===== config.mk =====
export PLATFORM = sky130hd
export DESIGN_NAME = prg_div_pipe
export DESIGN_NICKNAME = d
export VERILOG_FILES = /design/src/hw/rtl/prg_div_pipe.sv
export SDC_FILE = /design/constraint.sdc
export NUM_CORES = 2
export LEC_CHECK = 0
export ABC_AREA = 1
export BUFFER_PORTS_ARGS = -buffer_cell sky130_fd_sc_hd__buf_2
export CAP_MARGIN = 20
export CORE_MARGIN = 5
export CORE_UTILIZATION = 63
export CTS_CLUSTER_SIZE = 24
export DETAILED_ROUTE_END_ITERATION = 16
export PLACE_DENSITY = 0.8
export SYNTH_ARGS = -nofsm -noshare
export SYNTH_HDL_FRONTEND = slang
export SYNTH_SLANG_ARGS = --single-unit

===== constraint.sdc =====
create_clock -name clk -period 2.8 [get_ports clk]
set_input_delay 0.42 -clock clk [delete_from_list [all_inputs] [get_ports clk]]
set_output_delay 0.42 -clock clk [all_outputs]
set_load 0.01 [all_outputs]

===== src/hw/rtl/prg_div_pipe.sv =====
// Pipelined restoring divider, one quotient bit per stage, with a sideband.
// Caller guarantees num < den * 2^QUO_W. Uses no package.
`default_nettype none

module prg_div_pipe #(
	parameter int NUM_W  = 30,
	parameter int DEN_W  = 13,
	parameter int QUO_W  = 29,
	parameter int SIDE_W = 1
) (
	input  wire logic              clk,
	input  wire logic              arst_n,
	input  wire logic              in_valid,
	input  wire logic [NUM_W-1:0]  num,
	input  wire logic [DEN_W-1:0]  den,
	input  wire logic [SIDE_W-1:0] in_side,
	output logic                   out_valid,
	output logic [QUO_W-1:0]       quo,
	output logic [SIDE_W-1:0]      out_side
);

	localparam int REM_W = DEN_W + QUO_W;

	logic              vld_s  [QUO_W];
	logic [QUO_W-1:0]  quo_s  [QUO_W];
	logic [SIDE_W-1:0] side_s [QUO_W];
	logic [REM_W-1:0]  rem_s  [QUO_W-1];
	logic [DEN_W-1:0]  den_s  [QUO_W-1];

	for (genvar k = 0; k < QUO_W; k++) begin : g_stage
		localparam int BIT = QUO_W - 1 - k;
		logic              vld_in;
		logic [REM_W-1:0]  rem_in;
		logic [DEN_W-1:0]  den_in;
		logic [QUO_W-1:0]  quo_in;
		logic [SIDE_W-1:0] side_in;
		logic [REM_W-1:0]  trial;
		logic [REM_W-1:0]  rem_nx;
		logic [QUO_W-1:0]  quo_nx;

		if (k == 0) begin : g_first
			assign vld_in  = in_valid;
			assign rem_in  = REM_W'(num);
			assign den_in  = den;
			assign quo_in  = '0;
			assign side_in = in_side;
		end else begin : g_next
			assign vld_in  = vld_s[k-1];
			assign rem_in  = rem_s[k-1];
			assign den_in  = den_s[k-1];
			assign quo_in  = quo_s[k-1];
			assign side_in = side_s[k-1];
		end

		always_comb begin
			trial  = REM_W'(den_in) << BIT;
			rem_nx = rem_in;
			quo_nx = quo_in;
			if (rem_in >= trial) begin
				rem_nx      = rem_in - trial;
				quo_nx[BIT] = 1'b1;
			end
		end

		always_ff @(posedge clk or negedge arst_n) begin
			if (!arst_n) begin
				vld_s[k] <= 1'b0;
			end else begin
				vld_s[k] <= vld_in;
			end
		end

		always_ff @(posedge clk) begin
			quo_s[k]  <= quo_nx;
			side_s[k] <= side_in;
		end

		if (k < QUO_W - 1) begin : g_carry
			always_ff @(posedge clk) begin
				rem_s[k] <= rem_nx;
				den_s[k] <= den_in;
			end
		end
	end

	assign out_valid = vld_s[QUO_W-1];
	assign quo       = quo_s[QUO_W-1];
	assign out_side  = side_s[QUO_W-1];

endmodule

`default_nettype wire


# == Yosys cells after proc, flatten, opt, wreduce, memory -nomap -nowiden ==
# Memories as Yosys holds them, arrays and structs flattened.
# Cells that the tools add are included.
# totals
regBits,29
ramBits,2410
inputBits,47
wordCells,147
mem_count,4
# classes
addsub,28
n_lt_le_gt_ge,29
muxes,57
# memory_table
name,words,word_bits,read_ports,rd_clocked_by_memory_dff,wr,line_no,rtl
rem_s,28,42,28,0,28,27,logic [REM_W-1:0] rem_s [QUO_W-1];
quo_s,29,29,29,0,29,25,logic [QUO_W-1:0] quo_s [QUO_W];
den_s,28,13,28,0,28,28,logic [DEN_W-1:0] den_s [QUO_W-1];
side_s,29,1,29,0,29,26,logic [SIDE_W-1:0] side_s [QUO_W];
# ops
operator,n
$mux W42,28
$ge A42 B13 Y1,1
$ge A42 B14 Y1,1
$ge A42 B15 Y1,1
$ge A42 B16 Y1,1
$ge A42 B17 Y1,1
$ge A42 B18 Y1,1
$ge A42 B19 Y1,1
$ge A42 B20 Y1,1
$ge A42 B21 Y1,1
$ge A42 B22 Y1,1
$ge A42 B23 Y1,1
$ge A42 B24 Y1,1
$ge A42 B25 Y1,1
$ge A42 B26 Y1,1
$ge A42 B27 Y1,1
$ge A42 B28 Y1,1
$ge A42 B29 Y1,1
$ge A42 B30 Y1,1
$ge A42 B31 Y1,1
$ge A42 B32 Y1,1
$ge A42 B33 Y1,1
$ge A42 B34 Y1,1
$ge A42 B35 Y1,1
other kinds (35),63

# == Longest topological paths before layout ==
# An unclocked memory read counts as a cell.
# logic_depth
word_depth,3
ltp_mapped,16

# == Worst setup path before layout ==
# No wires, ideal clock.
# synth_path
kind,register to register
start,memory rem_s[0][560] (netlist bit)
end,memory rem_s[0][603] (netlist bit)
arrival_ns,1.949
required_ns,2.688
setup_slack_ns,0.739
stages_incl_launch_ff,17
period_less_slack_ns,2.061
cell_sequence,dfxtp_1 > inv_1 > ha_1 > fa_1 > inv_1 > nand3_1 > nand2_1 > nand3_1 > nand2_1 > nand2_1 > nand2_1 > nand2_1 > inv_1 > nor2_1 > buf_2 > nand2_1 > nand2_1
# synth_rtl
element,line_no
from (decl),27

==> impl_metrics.yaml <==
status:
  status: "complete, no violations"
floorplan:
  initial_core_util_pct: 63.4
  ios: 78
  chipWidth_um: 379
  fp-row-count: 135
  fp.dieH_um: 379
  dieArea_um2: 144000
  coreArea_um2: 136000
cells_and_area:
  nFillCells: 10900
  layout_commonest_cell: "nand2_1"
  fin_cells: 13600
  fin_area_um2: 95900
  syn_to_final_growth_pct: 11.5
  layout_common_cells: "nand2_1 (3149), dfxtp_1 (2004), inv_1 (1652)"
  drive_above_1_share_pct: 5.81
  nets: 12100
yosys:
  synth_warnings: 0
  syn_area_um2: 86000
  synth_edf_count: 0
  avgSynthCellArea_um2: 7.58
  ys_async_sr_fraction_pct: 1.43
  seq_area_frac_synth_pct: 47.5
  ys_ff_latch: 2033
  synthTopCellsByArea: "dfxtp_1 (47%), nand2_1 (14%), inv_1 (7.2%)"
  synth_top_area_share_pct: 46.6
  synth-main-ff-cell: "dfxtp_1"
  synth_top_cell_by_area: "dfxtp_1"
  syn-num-nets: 11800
  netlist_instances: 11300
  synth_cell_type_count: 59
sta:
  hold_violations: 0
  skew_ps: 80.0
  finalCriticalPeriod_ps: 2690
  maxSlewViolCount: 0
  setup_tns_ps: 0
  finalCritPeriodShare_pct: 95.9
  grt_setup_unrepaired: "no"
  setup-violations-final: 0
  slew_headroom_pct: 49.5
  tightest_slew_ps: 749
  fmax_mhz: 372
clocking:
  postCtsSetupBuffers: 0
  numCtsBuffers: 193
  cts_hold_buffers: 46
  clock_sinks: 2033
  ctsLongestPathBuffers: 3
  h-tree-depth: 4
  path_clk_slew_ps: 60
  post_cts_resized: 0
  clk_latency_ps: 840
  cts-root-buf: "clkbuf_16"
  cts_tree: "done"
critical_path:
  cp-start-kind: "flip-flop"
  critical_path_buf_inv_count: 3
  cp-end-kind: "flip-flop"
  crit_slowest_cell: "dfxtp_1"
  cp_top_family: "simple AND/OR/NAND/NOR gates"
  rr_endpoint: "rem_s[0][285]"
  crit_required_ps: 3530
  worstPathMaxFanout: 9
  reg2reg_depth: 11
  max_stage_delay_ps: 520
  path_cells: "inv_1 -> ha_1 -> inv_1 -> nor3_1 -> nand3_1 -> nor2_1 -> nor2_1 -> nand2_1 -> buf_4 -> nand2_1 -> nand2_1"
  arrival_ps: 3420
  cp.depth: 11
  r2r_start: "den_s[5][12]"
  r2r_slack_ps: 110
  timing_worst_setup_path_type: "flip-flop to flip-flop"
  path_common_cell: "nand2_1"
drt:
  drc: 0
  wl_per_cell_um: 17.7
  ant_nets: 0
  vias_per_cell: 5.41
  wirelength_um: 240000
  drtIter0Drc: 6335
  num_vias: 73500
  drt_first_pass_iters: 9
grt:
  antenna_found_initial: 5
  gr-total-overflow: 0
  grt_usage_pct: 33.0
  grt_pass1_wl_um: 379000
  grt_max_degree: 36
  grt_pass1_vias: 71900
hold_path:
  hp-class: "primary input to async pin"
pwr:
  p_leak_nw: 46.5
  pwr-share-seq_pct: 38.7
  p_switching_mw: 43.1
  power_mw: 108
  peakVddDrop_mv: 0.818
  powerDensity_nw_per_um2: 1130
  switching_share_pct: 39.9
  pwr-share-clk_pct: 26.1
  cell_internal_pwr_mw: 65.0
  power_frac_comb_pct: 35.3
place:
  place_area_um2: 88400
  place_inst: 13200
  port_buffers: 77
  hpwlAfterDp_um: 185000
  place_congestion: 0.986
job:
  max_cap_violations: 0
==> flip-flops by register name, indices dropped and copies added (netlist names) <==
| signal | cells |
|---|---|
| quo_s | 435 |
| den_s | 364 |
| g_stage.vld_in | 28 |
| rem_s | 1176 |
| out_valid | 1 |
| side_s | 29 |
==> worst register-to-register path, stage by stage (launching register included) <==
cell and delay (ps):
dfxtp_1 520, inv_1 90, ha_1 380, inv_1 100, nor3_1 490, nand3_1 270
nor2_1 160, nor2_1 60, nand2_1 70, buf_4 170, nand2_1 60, nand2_1 190
==> synth_stat cells (5+ instances only) <==
library cell	number
buf_6	23
nand2_2	23
and3_1	11
dfxtp_1	2004
a21boi_0	13
nor2_4	6
o21ai_1	55
xor2_1	165
a21oi_1	483
a21oi_2	61
o21ai_2	38
nand3_1	695
nor2_1	1260
nor4_1	39
dfrtp_1	29
ha_1	366
buf_4	22
o211ai_1	7
and2_1	25
a31oi_1	5
nor3b_1	9
o21bai_1	27
fa_1	28
or2_2	27
nand4_1	220
inv_1	1652
buf_2	41
a21o_1	24
o21a_1	12
nor3_1	174
nor2_2	25
inv_2	15
xnor2_1	172
o21ai_0	319
nand3b_1	77
nand2_1	3149
==> per-layer routing <==
metal	part of all wire (%)	track usage [%]	routed length, um
met1	40	39.8	97000
met5	0.011	0	27
met4	5.3	15.6	12700
met3	6.1	4.99	14600
met2	48	57.8	116000
==> cell type report <==
type / count / area, um^2 / share of cell area (%)
Sequential cell: 2033 / 40800 / 42.6
Clock buffer: 251 / 5310 / 5.54
Multi-Input combinational cell: 7547 / 38200 / 39.8
Inverter: 1671 / 6280 / 6.55
Tap cell: 1781 / 2230 / 2.32
Timing Repair Buffer: 182 / 1350 / 1.41
Antenna cell: 2 / 5.00 / 0.00522
Clock inverter: 111 / 1740 / 1.81
==> power groups by stage <==
stage	Clock, mW	Sequential [mW]	Combinational (mW)
floorplan	0	38.9	28.2
global placement	0	42.1	36.4
detailed placement	0	42.1	37.0
CTS	28.6	41.6	37.4
global route	29.9	42.2	42.8
finish	28.2	41.8	38.1
==> through the flow <==
step	utilization, %	setup slack, ps	hold slack (ps)
floorplan	-	739	124
global placement	65.2	250	309
detailed placement	65.2	241	312
CTS	70.7	186	132
global route	70.7	2.65	192
finish	70.7	114	172
==> how the worst max path moves through the flow <==
stage | startpoint | endpoint | slack [ps]
after detailed placement | den_s[5][12] | rem_s[0][285] | 240
after global routing | den_s[12][2] | rem_s[0][566] | 3
after CTS | den_s[5][12] | rem_s[0][285] | 190
after global placement | den_s[5][12] | rem_s[0][285] | 250
final | den_s[5][12] | rem_s[0][285] | 110
after floorplan | rem_s[0][560] | rem_s[0][603] | 740
==> cell families (layout without fill, tap and decap cells) <==
kind of cell,Yosys count,count (layout),synth area share (%)
xor gates and xnor gates,337,337,3.43
DFF,2033,2033,47.5
and+or+nand+nor,5766,5766,28.1
other,0,2,0
adders and majority gates,394,394,5.98
buffers and inverters,1767,2215,8.13
AOI/OAI and AO/OA,1050,1050,6.83
No activity file was read; power rests on OpenSTA's default activity.
